### src/nda_pkg.sv
// Shared types, constants and helpers for the node discovery id assigner.
// Used by nda_cell, nda_ctrl and node_discovery_id_assigner_unit.
package nda_pkg;

  localparam int NODE_SLOTS = 32;
  localparam int SLOT_W = $clog2(NODE_SLOTS);

  localparam logic [7:0] CMD_REQUEST = 8'hF0;
  localparam logic [7:0] CMD_ACK = 8'hF2;
  localparam logic [7:0] MAGIC_A = 8'hAA;
  localparam logic [7:0] MAGIC_B = 8'h55;
  localparam logic [10:0] HELLO_BASE = 11'h700;
  localparam logic [5:0] ID_LOW = 6'd1;
  localparam logic [5:0] ID_HIGH = 6'd32;
  localparam logic [5:0] MAX_NODES_RST = 6'd32;
  localparam logic [7:0] DEV_TYPE_RST = 8'd3;

  localparam logic [1:0] KIND_FRAME = 2'd0;
  localparam logic [1:0] KIND_QUERY = 2'd1;
  localparam logic [1:0] KIND_READ = 2'd2;

  localparam logic [1:0] EV_QUERY = 2'd0;
  localparam logic [1:0] EV_ASSIGN = 2'd1;
  localparam logic [1:0] EV_CONFIRM = 2'd2;
  localparam logic [1:0] EV_READ = 2'd3;

  localparam logic REG_MAX_NODES = 1'b0;
  localparam logic REG_DEV_TYPE = 1'b1;

  typedef struct packed {
    logic [15:0] token;
    logic [5:0]  id;
    logic        ready;
    logic [7:0]  fw;
    logic [7:0]  caps;
  } entry_t;

  typedef enum logic [2:0] {
    S_IDLE, S_SCAN, S_DECIDE, S_WRITE, S_OUT
  } state_t;

  function automatic logic [5:0] pick_id(input logic [31:0] taken);
    logic [5:0] r;
    r = '0;
    for (int i = 31; i >= 0; i--) begin
      if (!taken[i]) r = 6'(i + 1);
    end
    return r;
  endfunction

endpackage

### src/nda_cell.sv
// One node table entry of the rotating ring of cells.
// Depends on nda_pkg for the entry type.
module nda_cell (
  input  logic            clk,
  input  logic            shift_en,
  input  nda_pkg::entry_t d_in,
  output nda_pkg::entry_t q
);
  import nda_pkg::*;

  entry_t ent_r;

  always_ff @(posedge clk) begin
    if (shift_en) ent_r <= d_in;
  end

  assign q = ent_r;

endmodule

### src/nda_ctrl.sv
// Sequencer at the head of the cell ring: scans entries, decides, writes back.
// Holds configuration, fill count, query sequence and the result register.
// Depends on nda_pkg.
module nda_ctrl (
  input  logic            clk,
  input  logic            rst_n,
  input  logic            in_valid,
  output logic            in_ready,
  input  logic [1:0]      in_kind,
  input  logic [10:0]     in_frame_id,
  input  logic [3:0]      in_frame_len,
  input  logic [7:0]      in_byte0,
  input  logic [7:0]      in_byte1,
  input  logic [7:0]      in_byte2,
  input  logic [7:0]      in_byte3,
  input  logic [7:0]      in_byte4,
  input  logic [7:0]      in_byte5,
  input  logic [7:0]      in_byte6,
  input  logic [7:0]      in_byte7,
  input  logic [4:0]      in_slot,
  input  logic            cfg_valid,
  output logic            cfg_ready,
  input  logic            cfg_index,
  input  logic [7:0]      cfg_data,
  input  nda_pkg::entry_t head,
  output nda_pkg::entry_t head_in,
  output logic            shift_en,
  output logic            out_valid,
  input  logic            out_ready,
  output logic [1:0]      out_event_res,
  output logic [7:0]      out_sequence_res,
  output logic [4:0]      out_entry,
  output logic [5:0]      out_node_id,
  output logic [15:0]     out_node_token,
  output logic            out_is_ready,
  output logic [7:0]      out_firmware,
  output logic [7:0]      out_capabilities,
  output logic [5:0]      out_entries_used
);
  import nda_pkg::*;

  state_t state_r, state_nxt;
  logic [5:0] max_nodes_r;
  logic [7:0] dev_type_r;
  logic [5:0] fill_r;
  logic [7:0] seq_r;
  logic [SLOT_W-1:0] k_r;

  logic is_hello_r, is_ack_r, is_read_r;
  logic [15:0] tok_r;
  logic [7:0] b1_r, b2_r, b3_r, b7_r;
  logic [7:0] hid_r;
  logic [4:0] slot_r;

  logic found_r, hfound_r;
  logic [SLOT_W-1:0] n_r, hn_r;
  entry_t ent_r, hent_r, rd_r;
  logic [31:0] mask_r;

  logic [SLOT_W-1:0] tgt_r;
  entry_t new_r;
  logic wr_r, res_r;
  logic [1:0] ev_r;

  logic in_fire, cfg_fire, out_fire, in_range;
  logic [5:0] lim;

  logic is_hello_c, std_c, is_ack_c, is_req_c;
  logic [15:0] ack_tok, req_tok;

  logic d_wr, d_res, d_add;
  logic [1:0] d_ev;
  logic [SLOT_W-1:0] d_tgt;
  entry_t d_base, d_new;
  logic [5:0] pid;
  logic clash;

  assign in_fire = in_valid && in_ready;
  assign cfg_fire = cfg_valid && cfg_ready;
  assign out_fire = out_valid && out_ready;
  assign cfg_ready = 1'b1;
  assign lim = (max_nodes_r > 6'(NODE_SLOTS)) ? 6'(NODE_SLOTS) : max_nodes_r;
  assign in_range = {1'b0, k_r} < fill_r;

  assign is_hello_c = (in_frame_id >= HELLO_BASE) && (in_frame_len >= 4'd4) &&
                      (in_byte0 == dev_type_r);
  assign std_c = (in_frame_len == 4'd8) && (in_frame_id == 11'd0);
  assign ack_tok = {in_byte5, in_byte4};
  assign req_tok = {in_byte6, in_byte5};
  assign is_ack_c = std_c && in_byte0 == CMD_ACK && in_byte2 == MAGIC_A &&
                    in_byte3 == MAGIC_B && in_byte6 == dev_type_r &&
                    {2'b00, in_byte1[5:0]} == in_byte1 &&
                    in_byte1[5:0] >= ID_LOW && in_byte1[5:0] <= ID_HIGH &&
                    ack_tok != 16'd0;
  assign is_req_c = std_c && !is_ack_c && in_byte0 == CMD_REQUEST &&
                    in_byte1 == dev_type_r && req_tok != 16'd0 &&
                    !(in_byte0 == CMD_ACK);

  always_comb begin
    state_nxt = state_r;
    case (state_r)
      S_IDLE: begin
        if (in_fire) begin
          if (in_kind == KIND_QUERY) state_nxt = S_OUT;
          else if (in_kind == KIND_READ) state_nxt = S_SCAN;
          else if (in_kind == KIND_FRAME && (is_hello_c || is_ack_c || is_req_c))
            state_nxt = S_SCAN;
        end
      end
      S_SCAN: if (k_r == SLOT_W'(NODE_SLOTS - 1)) state_nxt = S_DECIDE;
      S_DECIDE: begin
        if (d_wr) state_nxt = S_WRITE;
        else if (d_res) state_nxt = S_OUT;
        else state_nxt = S_IDLE;
      end
      S_WRITE: begin
        if (k_r == SLOT_W'(NODE_SLOTS - 1)) state_nxt = res_r ? S_OUT : S_IDLE;
      end
      S_OUT: if (out_fire) state_nxt = S_IDLE;
      default: state_nxt = S_IDLE;
    endcase
  end

  always_comb begin
    in_ready = (state_r == S_IDLE);
    out_valid = (state_r == S_OUT);
    shift_en = (state_r == S_SCAN) || (state_r == S_WRITE);
    head_in = head;
    if (state_r == S_WRITE && wr_r && k_r == tgt_r) head_in = new_r;
  end

  always_comb begin
    d_wr = 1'b0;
    d_res = 1'b0;
    d_add = 1'b0;
    d_ev = EV_READ;
    d_tgt = n_r;
    d_base = ent_r;
    clash = 1'b0;
    if (is_read_r) begin
      d_res = 1'b1;
      d_tgt = slot_r;
      d_base = rd_r;
    end else if (is_hello_r) begin
      d_wr = hfound_r;
      d_tgt = hn_r;
      d_base = hent_r;
      d_base.fw = b2_r;
      d_base.caps = b3_r;
    end else begin
      if (!found_r) begin
        d_tgt = fill_r[SLOT_W-1:0];
        d_base = '{token: tok_r, id: 6'd0, ready: 1'b0, fw: 8'd0, caps: 8'd0};
        d_add = fill_r < lim;
      end
      d_wr = found_r || d_add;
      if (is_ack_r) begin
        clash = mask_r[5'(b1_r - 8'd1)];
        if (!clash) begin
          d_base.id = b1_r[5:0];
          d_base.fw = b7_r;
          d_base.ready = 1'b1;
          d_res = d_wr;
          d_ev = EV_CONFIRM;
        end
      end else begin
        d_base.fw = b2_r;
        d_base.caps = b3_r;
      end
      if ((is_ack_r && clash) || (!is_ack_r && !d_base.ready)) begin
        if (pid != 6'd0) begin
          d_base.id = pid;
          d_base.ready = 1'b0;
          d_res = d_wr;
          d_ev = EV_ASSIGN;
        end
      end
    end
    d_new = d_base;
  end

  assign pid = pick_id(mask_r);

  always_ff @(posedge clk) begin
    if (!rst_n) begin
      state_r <= S_IDLE;
      max_nodes_r <= MAX_NODES_RST;
      dev_type_r <= DEV_TYPE_RST;
      fill_r <= '0;
      seq_r <= '0;
      k_r <= '0;
      found_r <= 1'b0;
      hfound_r <= 1'b0;
      wr_r <= 1'b0;
      res_r <= 1'b0;
    end else begin
      state_r <= state_nxt;
      if (cfg_fire) begin
        case (cfg_index)
          REG_MAX_NODES: max_nodes_r <= cfg_data[5:0];
          REG_DEV_TYPE: dev_type_r <= cfg_data;
          default: ;
        endcase
      end
      if (in_fire) begin
        k_r <= '0;
        found_r <= 1'b0;
        hfound_r <= 1'b0;
        wr_r <= 1'b0;
        res_r <= 1'b0;
        if (in_kind == KIND_QUERY) seq_r <= seq_r + 8'd1;
      end
      if (shift_en) k_r <= k_r + 1'b1;
      if (state_r == S_SCAN && in_range) begin
        if (!found_r && head.token == tok_r) found_r <= 1'b1;
        if (!hfound_r && head.ready && {2'b00, head.id} == hid_r) hfound_r <= 1'b1;
      end
      if (state_r == S_DECIDE) begin
        wr_r <= d_wr;
        res_r <= d_res;
        if (d_add) fill_r <= fill_r + 6'd1;
      end
    end
  end

  always_ff @(posedge clk) begin
    if (in_fire) begin
      is_read_r <= (in_kind == KIND_READ);
      is_hello_r <= (in_kind == KIND_FRAME) && is_hello_c;
      is_ack_r <= (in_kind == KIND_FRAME) && !is_hello_c && is_ack_c;
      tok_r <= is_ack_c ? ack_tok : req_tok;
      b1_r <= in_byte1;
      b2_r <= in_byte2;
      b3_r <= in_byte3;
      b7_r <= in_byte7;
      hid_r <= in_frame_id[7:0];
      slot_r <= in_slot;
      mask_r <= '0;
      if (in_kind == KIND_QUERY) begin
        out_event_res <= EV_QUERY;
        out_sequence_res <= seq_r + 8'd1;
        out_entry <= '0;
        out_node_id <= '0;
        out_node_token <= '0;
        out_is_ready <= 1'b0;
        out_firmware <= '0;
        out_capabilities <= '0;
        out_entries_used <= fill_r;
      end
    end
    if (state_r == S_SCAN) begin
      if ({1'b0, k_r} == {1'b0, slot_r}) rd_r <= head;
      if (in_range) begin
        if (!found_r && head.token == tok_r) begin
          n_r <= k_r;
          ent_r <= head;
        end else if (head.id >= ID_LOW && head.id <= ID_HIGH) begin
          mask_r[5'(head.id - 6'd1)] <= 1'b1;
        end
        if (!hfound_r && head.ready && {2'b00, head.id} == hid_r) begin
          hn_r <= k_r;
          hent_r <= head;
        end
      end
    end
    if (state_r == S_DECIDE) begin
      tgt_r <= d_tgt;
      new_r <= d_new;
      out_event_res <= d_ev;
      out_sequence_res <= seq_r;
      out_entry <= d_tgt;
      out_node_id <= d_new.id;
      out_node_token <= d_new.token;
      out_is_ready <= d_new.ready;
      out_firmware <= d_new.fw;
      out_capabilities <= d_new.caps;
      out_entries_used <= d_add ? fill_r + 6'd1 : fill_r;
    end
  end

  a_fill_bound: assert property (@(posedge clk) disable iff (!rst_n)
    fill_r <= 6'(NODE_SLOTS)) else $error("fill count beyond table size");
  a_scan_len: assert property (@(posedge clk) disable iff (!rst_n)
    (state_r == S_SCAN && k_r == SLOT_W'(NODE_SLOTS - 1)) |=> state_r == S_DECIDE)
    else $error("scan did not end after one rotation");
  a_no_overlap: assert property (@(posedge clk) disable iff (!rst_n)
    in_ready |-> !out_valid) else $error("item taken while result pending");
  a_fill_step: assert property (@(posedge clk) disable iff (!rst_n)
    (fill_r != $past(fill_r)) |-> $past(state_r == S_DECIDE))
    else $error("fill count changed outside decision");

endmodule

### src/node_discovery_id_assigner_unit.sv
// Top level of the node discovery id assigner: a ring of table cells and
// the head sequencer. Depends on nda_pkg, nda_cell and nda_ctrl.
//
//  channel  direction  handshake              payload
//  in       input      in_valid / in_ready    kind, frame_id, frame_len, byte0..7, slot
//  out      output     out_valid / out_ready  event_res .. entries_used
//  cfg      input      cfg_valid / cfg_ready  cfg_index, cfg_data
//
// A query item goes straight to its result, and a frame that matches nothing is dropped with
// no table scan. A table scan is one full rotation of the 32-cell ring, and writing an entry
// back costs a second rotation. Reset is synchronous; the table holds no reset. One item
// is in work at a time, and a held result stalls the input until it is taken.
module node_discovery_id_assigner_unit (
  input  logic        clk,
  input  logic        rst_n,
  input  logic        in_valid,
  output logic        in_ready,
  input  logic [1:0]  in_kind,
  input  logic [10:0] in_frame_id,
  input  logic [3:0]  in_frame_len,
  input  logic [7:0]  in_byte0,
  input  logic [7:0]  in_byte1,
  input  logic [7:0]  in_byte2,
  input  logic [7:0]  in_byte3,
  input  logic [7:0]  in_byte4,
  input  logic [7:0]  in_byte5,
  input  logic [7:0]  in_byte6,
  input  logic [7:0]  in_byte7,
  input  logic [4:0]  in_slot,
  input  logic        cfg_valid,
  output logic        cfg_ready,
  input  logic        cfg_index,
  input  logic [7:0]  cfg_data,
  output logic        out_valid,
  input  logic        out_ready,
  output logic [1:0]  out_event_res,
  output logic [7:0]  out_sequence_res,
  output logic [4:0]  out_entry,
  output logic [5:0]  out_node_id,
  output logic [15:0] out_node_token,
  output logic        out_is_ready,
  output logic [7:0]  out_firmware,
  output logic [7:0]  out_capabilities,
  output logic [5:0]  out_entries_used
);
  import nda_pkg::*;

  entry_t cells [NODE_SLOTS];
  entry_t head_in;
  logic shift_en;

  for (genvar i = 0; i < NODE_SLOTS; i++) begin : g_ring
    if (i == NODE_SLOTS - 1) begin : g_last
      nda_cell u_cell (.clk(clk), .shift_en(shift_en), .d_in(head_in), .q(cells[i]));
    end else begin : g_mid
      nda_cell u_cell (.clk(clk), .shift_en(shift_en), .d_in(cells[i+1]), .q(cells[i]));
    end
  end

  nda_ctrl u_ctrl (
    .clk(clk), .rst_n(rst_n),
    .in_valid(in_valid), .in_ready(in_ready), .in_kind(in_kind),
    .in_frame_id(in_frame_id), .in_frame_len(in_frame_len),
    .in_byte0(in_byte0), .in_byte1(in_byte1), .in_byte2(in_byte2), .in_byte3(in_byte3),
    .in_byte4(in_byte4), .in_byte5(in_byte5), .in_byte6(in_byte6), .in_byte7(in_byte7),
    .in_slot(in_slot),
    .cfg_valid(cfg_valid), .cfg_ready(cfg_ready), .cfg_index(cfg_index),
    .cfg_data(cfg_data),
    .head(cells[0]), .head_in(head_in), .shift_en(shift_en),
    .out_valid(out_valid), .out_ready(out_ready),
    .out_event_res(out_event_res), .out_sequence_res(out_sequence_res),
    .out_entry(out_entry), .out_node_id(out_node_id),
    .out_node_token(out_node_token), .out_is_ready(out_is_ready),
    .out_firmware(out_firmware), .out_capabilities(out_capabilities),
    .out_entries_used(out_entries_used)
  );

endmodule
### config.mk
export PLATFORM = sky130hd
export DESIGN_NAME = node_discovery_id_assigner_unit
export DESIGN_NICKNAME = d
export VERILOG_FILES = /design/src/nda_pkg.sv /design/src/nda_cell.sv /design/src/nda_ctrl.sv /design/src/node_discovery_id_assigner_unit.sv
export SDC_FILE = /design/constraint.sdc
export NUM_CORES = 2
export LEC_CHECK = 0
export BUFFER_PORTS_ARGS = -buffer_cell sky130_fd_sc_hd__buf_2
export CORE_MARGIN = 2
export CORE_UTILIZATION = 61
export CTS_CLUSTER_DIAMETER = 150
export DETAILED_ROUTE_END_ITERATION = 8
export PLACE_DENSITY = 0.81
export SETUP_SLACK_MARGIN = 0.4
export SYNTH_ARGS = -nofsm -noshare
export SYNTH_HDL_FRONTEND = slang
export SYNTH_SLANG_ARGS = --single-unit
### constraint.sdc
create_clock -name clk -period 52 [get_ports clk]
set_clock_uncertainty 0.15 [all_clocks]
set_input_delay 0 -clock clk [delete_from_list [all_inputs] [get_ports clk]]
set_output_delay 0 -clock clk [all_outputs]
set_load 0.02 [all_outputs]
After elaboration in Yosys (flattened, before gate mapping)
Cells that the tools add are included.
{"block": "word_totals", "out_inout_bits": 63, "ff_bits": 1597}
{"block": "classes", "add_sub_neg": 5, "mux": 128, "order_cmp": 12, "reduce_logical": 62, "bitwise": 2, "eq_ne": 24}
{"op": "2-to-1 mux 6 bit", "n": 40}
{"op": "2-to-1 mux 32 bit", "n": 5}
{"op": "2-to-1 mux 39 bit", "n": 4}
{"op": "2-to-1 mux 8 bit", "n": 9}
{"op": "2-to-1 mux 16 bit", "n": 4}
{"op": "2-to-1 mux 5 bit", "n": 8}
{"op": "2-to-1 mux 7 bit", "n": 5}
{"op": "logical AND 1 bit", "n": 32}
{"op": "OR 32 bit", "n": 1}
{"op": "nonzero test 16 bit", "n": 2}
{"op": "2-to-1 mux 1 bit", "n": 31}
{"op": "2-to-1 mux 3 bit", "n": 10}
{"op": "equality test 8 bit", "n": 3}
{"op": "equality test 8 bit, second input constant", "n": 3}
{"op": "equality test 16 bit", "n": 1}
{"op": "2-to-1 mux 2 bit", "n": 8}
{"op": "2-to-1 mux 15 bit", "n": 1}
{"op": "case mux 3 bit (5 select lines)", "n": 1}
{"op": ">= comparator 6 x 1 -> 1 bit, second input constant", "n": 2}
{"op": "less-or-equal comparator 6 bit, second input constant", "n": 2}
{"op": "less-than comparator 5 x 6 -> 1 bit, second input constant", "n": 2}
{"op": ">= comparator 11 bit, second input constant", "n": 1}
{"op": "logical NOT 11 bit", "n": 1}
{"op": "equality test 5 bit", "n": 2}
{"op": "other kinds (33)", "n": 55}

Depth between registers and ports, before layout
{"block": "depth", "depth_word": 40, "mapped_depth": 13, "ltp_nobuf": 10}

Cells and area by module
From an unflattened synthesis, not the netlist that was laid out.
{"block": "unflattened", "hier_cells": 2498, "hier_area_um2": 53095.9}
{"mod": "nda_cell", "seq_area_each_um2": 1171.1, "n_inst": 32, "cells_each": 39, "area_each_um2": 1171.1}
{"mod": "nda_ctrl", "seq_area_each_um2": 9759.4, "n_inst": 1, "cells_each": 1250, "area_each_um2": 15620.0}

Worst setup path after synthesis
OpenSTA, ideal clock, no wires.
{"block": "synth_path", "kind": "register to register", "start": "register u_ctrl.state_r[2]", "end": "register g_ring[31].g_last.u_cell.ent_r (netlist bit g_ring[31].g_last.u_cell.q[28]), data pin", "period_less_slack_ns": 27.128, "path_stages_with_launch": 9, "arrival_ns": 26.718, "path_slack_ns": 24.872, "setup_time_ns": 0.260, "cell_sequence": "dfxtp_1 -> nand2b_1 -> inv_1 -> nand4_1 -> nor3_1 -> nand3_1 -> clkbuf_1 -> buf_1 -> mux2_2"}
{"item": "from (decl)", "line_no": "nda_ctrl.sv:42", "source": "state_t state_r, state_nxt;"}
{"item": "from (signal assigned)", "line_no": "nda_ctrl.sv:197", "source": "state_r <= state_nxt;"}
{"item": "to (signal assigned)", "line_no": "nda_cell.sv:14", "source": "if (shift_en) ent_r <= d_in;"}
{"item": "to (decl)", "line_no": "nda_cell.sv:11", "source": "entry_t ent_r;"}

Final worst setup path
{"block": "layout_path", "start": "register u_ctrl.state_r[0]", "end": "register g_ring[23].g_mid.u_cell.ent_r (netlist bit g_ring[23].g_mid.u_cell.q[3]) (enable)"}
{"block": "layout_via", "elab_chain_cells": 2}
{"item": "equality test 3 x 1 -> 1 bit or equality test 3 x 2 -> 1 bit (tied branches)", "line_no": "nda_ctrl.sv:127", "source": "shift_en = (state_r == S_SCAN) || (state_r == S_WRITE);"}
{"item": "logical OR 1 bit *", "line_no": "nda_ctrl.sv:127"}
{"item": "via g_ring[0].g_mid.u_cell.shift_en", "line_no": "nda_cell.sv:5", "source": "input logic shift_en,"}
{"item": "to (signal assigned)", "line_no": "nda_cell.sv:14"}
{"item": "to (decl)", "line_no": "nda_cell.sv:11"}
Mark *: on every way through the listed nets, which the timed path passes. The rest lies on a longest branch.
A chain may end at the register's enable or synchronous reset.

==> impl_metrics.json <==
{
  "antenna_found_initial": 17,
  "ys_ff_latch": 1597,
  "row_count": 108,
  "drc": 0,
  "cts-buffers-inserted": 149,
  "ant_nets": 0,
  "hpwlAfterDp_um": 55700,
  "synth.distinct_cells": 71,
  "dieArea_mm2": 0.0894,
  "avgRoutedWirePerCell_um": 25.3,
  "place_ws_ns": 47.56,
  "cts_resized": 0,
  "cts_tree": "yes",
  "vias": 24800,
  "tightest_slew_ns": 1.26,
  "cts_setup_buffers": 0,
  "synth-edff-count": 1525,
  "initial_core_util": 0.614,
  "grt_max_degree": 228,
  "syn_nets": 2616,
  "crit_fanout": 148,
  "yosys.area_share.simple": 0.0424,
  "endpoint_kind": "flip-flop",
  "clock.fmax_mhz": 220,
  "synthMuxAreaShare": 0.0177,
  "maxCapViolations": 0,
  "fin_ws_ns": 47.45,
  "clk_path_buf_depth": 3,
  "synthAdderAreaFrac": 0.00401,
  "clock_latency_ns": 0.76,
  "utilization": 0.714,
  "synth_area_per_cell_um2": 21.2,
  "gr-total-overflow": 0,
  "synthCells": 2499,
  "start_kind": "flip-flop",
  "synth_xor_area_frac": 0.0130,
  "cts-root-buf": "clkbuf_16",
  "die_x_um": 299,
  "cts.sinks": 1597,
  "grt_pass1_vias": 24400,
  "yosysWarnings": 0,
  "hold_violations": 0,
  "hold_class": "in2reg",
  "synth_area_leaders": "edfxtp_1 86%, dfxtp_1 2.7%, mux2_2 1.2%, nand2_1 0.99%, xnor2_1 0.68%",
  "peakVddDrop_mv": 0.0313,
  "dpl_cell_area_mm2": 0.0553,
  "drive_gt1_frac": 0.155,
  "via_per_inst": 5.89,
  "period_share": 0.0875,
  "die_h_um": 299,
  "rsz0062_at_grt": "no",
  "io_pins": 163,
  "htreeDepth": 4,
  "synth-compound-area-share": 0.0263,
  "nets": 3054,
  "critPathArrivalTime_ns": 4.76,
  "drt_iter0_drc": 2871,
  "fillers": 4847,
  "fin_tns_setup_ns": 0,
  "wl_um": 106000,
  "drt_pass1_iterations": 7,
  "power_density_mw_per_mm2": 43.5,
  "syn2layout_area_growth_pct": 16.3,
  "relSlewSlack": 0.163,
  "period_minus_slack_ns": 4.55,
  "core_mm2": 0.0865,
  "post-route-cell-area_mm2": 0.0618,
  "seq_area_frac_synth": 0.890,
  "critPathKind": "reg2reg",
  "p_leak_nw": 15.8,
  "cts.clk_slew.worst_paths_ns": 0.06,
  "slew_viol_final": 0,
  "setup_viol": 0,
  "synth_top_area_frac": 0.863,
  "async_reset_ff_frac": 0,
  "yosysTopAreaCell": "edfxtp_1",
  "status": "complete, no violations",
  "grt_pass1_wl_um": 157000,
  "synth_top_family_by_area": "simple AND/OR/NAND/NOR gates",
  "track_usage": 0.239,
  "cp.required_ns": 52.21,
  "netlist_area_mm2": 0.0531,
  "gp_congestion": 0.892,
  "synth_ff_type": "edfxtp_1",
  "portBuffers": 161
}
[Yosys cell counts (7+ instances only)]
library cell  count
a21boi_0         14
and3_1           16
mux2i_1          12
ha_1             17
nor2_1           38
dfxtp_1          72
o21ai_1          10
mux2_2           55
o31ai_1          26
a31oi_1           8
o21ai_0          52
xor2_1           36
nand4_1          25
a211oi_1         28
xnor2_1          41
nor3_1           18
edfxtp_1       1525
nand3_1          25
nand2b_1          7
clkbuf_1         54
nor4_1           19
nand2_1         140
a21oi_1          27
mux4_2            8
nor2b_1          51
inv_1            27
o22ai_1          11
and2_1           56
[sequential cells by signal, summed over array words and instances (netlist names), 16 cells and up]
| register | cells |
|---|---|
| u_ctrl.rd_r | 39 |
| u_ctrl.ent_r | 39 |
| u_ctrl.new_r | 39 |
| u_ctrl.hent_r | 23 |
| u_ctrl.mask_r | 32 |
| u_ctrl.tok_r | 16 |
| g_ring.g_mid.u_cell.q | 1209 |
| u_ctrl.out_node_token | 16 |
| g_ring.g_last.u_cell.q | 39 |
[critical path, stage by stage, from the launching register on]
cell	delay, ns
dfxtp_1	0.54
nand2b_1	0.46
inv_8	0.83
buf_4	0.92
buf_4	1.08
[area by class of cell]
cell class | instances | area (µm²) | share of cell area
Inverter | 29 | 119 | 0.00192
Clock inverter | 81 | 823 | 0.0133
Timing Repair Buffer | 346 | 2650 | 0.0428
Multi-Input combinational cell | 814 | 5530 | 0.0896
Antenna cell | 2 | 5.00 | 0.0000810
Clock buffer | 185 | 3950 | 0.0639
Tap cell | 1155 | 1450 | 0.0234
Sequential cell | 1597 | 47200 | 0.765
[per-stage QoR]
| step | hold slack [ns] | power, W | instances |
|---|---|---|---|
| after floorplan | -0.0511 | 0.00179 | 2499 |
| after global placement | 0.0287 | 0.00161 | 3776 |
| after detailed placement | 0.0287 | 0.00162 | 3776 |
| after CTS | 0.000931 | 0.00269 | 4207 |
| after global routing | 0.0565 | 0.00276 | 4209 |
| final | 0.0404 | 0.00269 | 4209 |
[layout by cell type (no fill, tap or decap), types with 14 or more instances in the layout]
cell | synthesis | final
a211oi_1 | 28 | 28
a21boi_0 | 14 | 14
a21oi_1 | 27 | 27
and2_1 | 56 | 56
and3_1 | 16 | 16
buf_2 | 1 | 161
buf_4 | 2 | 17
clkbuf_1 | 54 | 32
clkbuf_16 | 0 | 153
clkinv_1 | 1 | 27
clkinv_2 | 0 | 21
dfxtp_1 | 72 | 71
dlygate4sd3_1 | 0 | 165
edfxtp_1 | 1525 | 1525
ha_1 | 17 | 17
inv_1 | 27 | 26
mux2_2 | 55 | 55
nand2_1 | 140 | 139
nand3_1 | 25 | 24
nand4_1 | 25 | 25
nor2_1 | 38 | 38
nor2b_1 | 51 | 50
nor3_1 | 18 | 17
nor4_1 | 19 | 17
o21ai_0 | 52 | 52
o31ai_1 | 26 | 26
xnor2_1 | 41 | 41
xor2_1 | 36 | 36
[path summary, 6_finish.rpt]
path | endpoint | slack, ns | cells past startpoint | startpoint
max | g_ring[23].g_mid.u_cell.q[3] | 47.45 | 4 | u_ctrl.state_r[0]
min | u_ctrl.max_nodes_r[2] | 0.04 | 4 | cfg_data[2]
max reg2reg | g_ring[23].g_mid.u_cell.q[3] | 47.45 | 4 | u_ctrl.state_r[0]
min reg2reg | g_ring[29].g_mid.u_cell.q[0] | 0.24 | 0 | g_ring[30].g_mid.u_cell.q[0]
[kinds of logic after synthesis]
| logic type | Yosys count |
|---|---|
| xor+xnor | 78 |
| mux | 76 |
| fa+ha+maj | 17 |
| other cells | 1 |
| simple gates | 428 |
| buf+inv | 88 |
| compound gates | 214 |
| flops | 1597 |
[repair_timing]
action,4_1_cts,5_1_grt
setup endpoints to repair,0,0
hold buffers,165,0
hold endpoints to repair,128,0
[report_power, final]
group          internal (W)  switching (W)  total, W
clock network      0.000599       0.000480   0.00108
registers           0.00146     0.00000715   0.00146
logic             0.0000283       0.000116  0.000144
total               0.00209       0.000603   0.00269
[routing by layer]
layer / part of all wire / wire, µm / GRT usage / vias up
li1: - / - / - / 10600
met1: 0.41 / 43800 / 0.357 / 12500
met2: 0.46 / 48500 / 0.352 / 1387
met3: 0.11 / 11300 / 0.0659 / 234
met4: 0.025 / 2620 / 0.0721 / 20
met5: 0.0011 / 119 / 0 / -
Note: power is estimated with default switching activity, not from simulation.
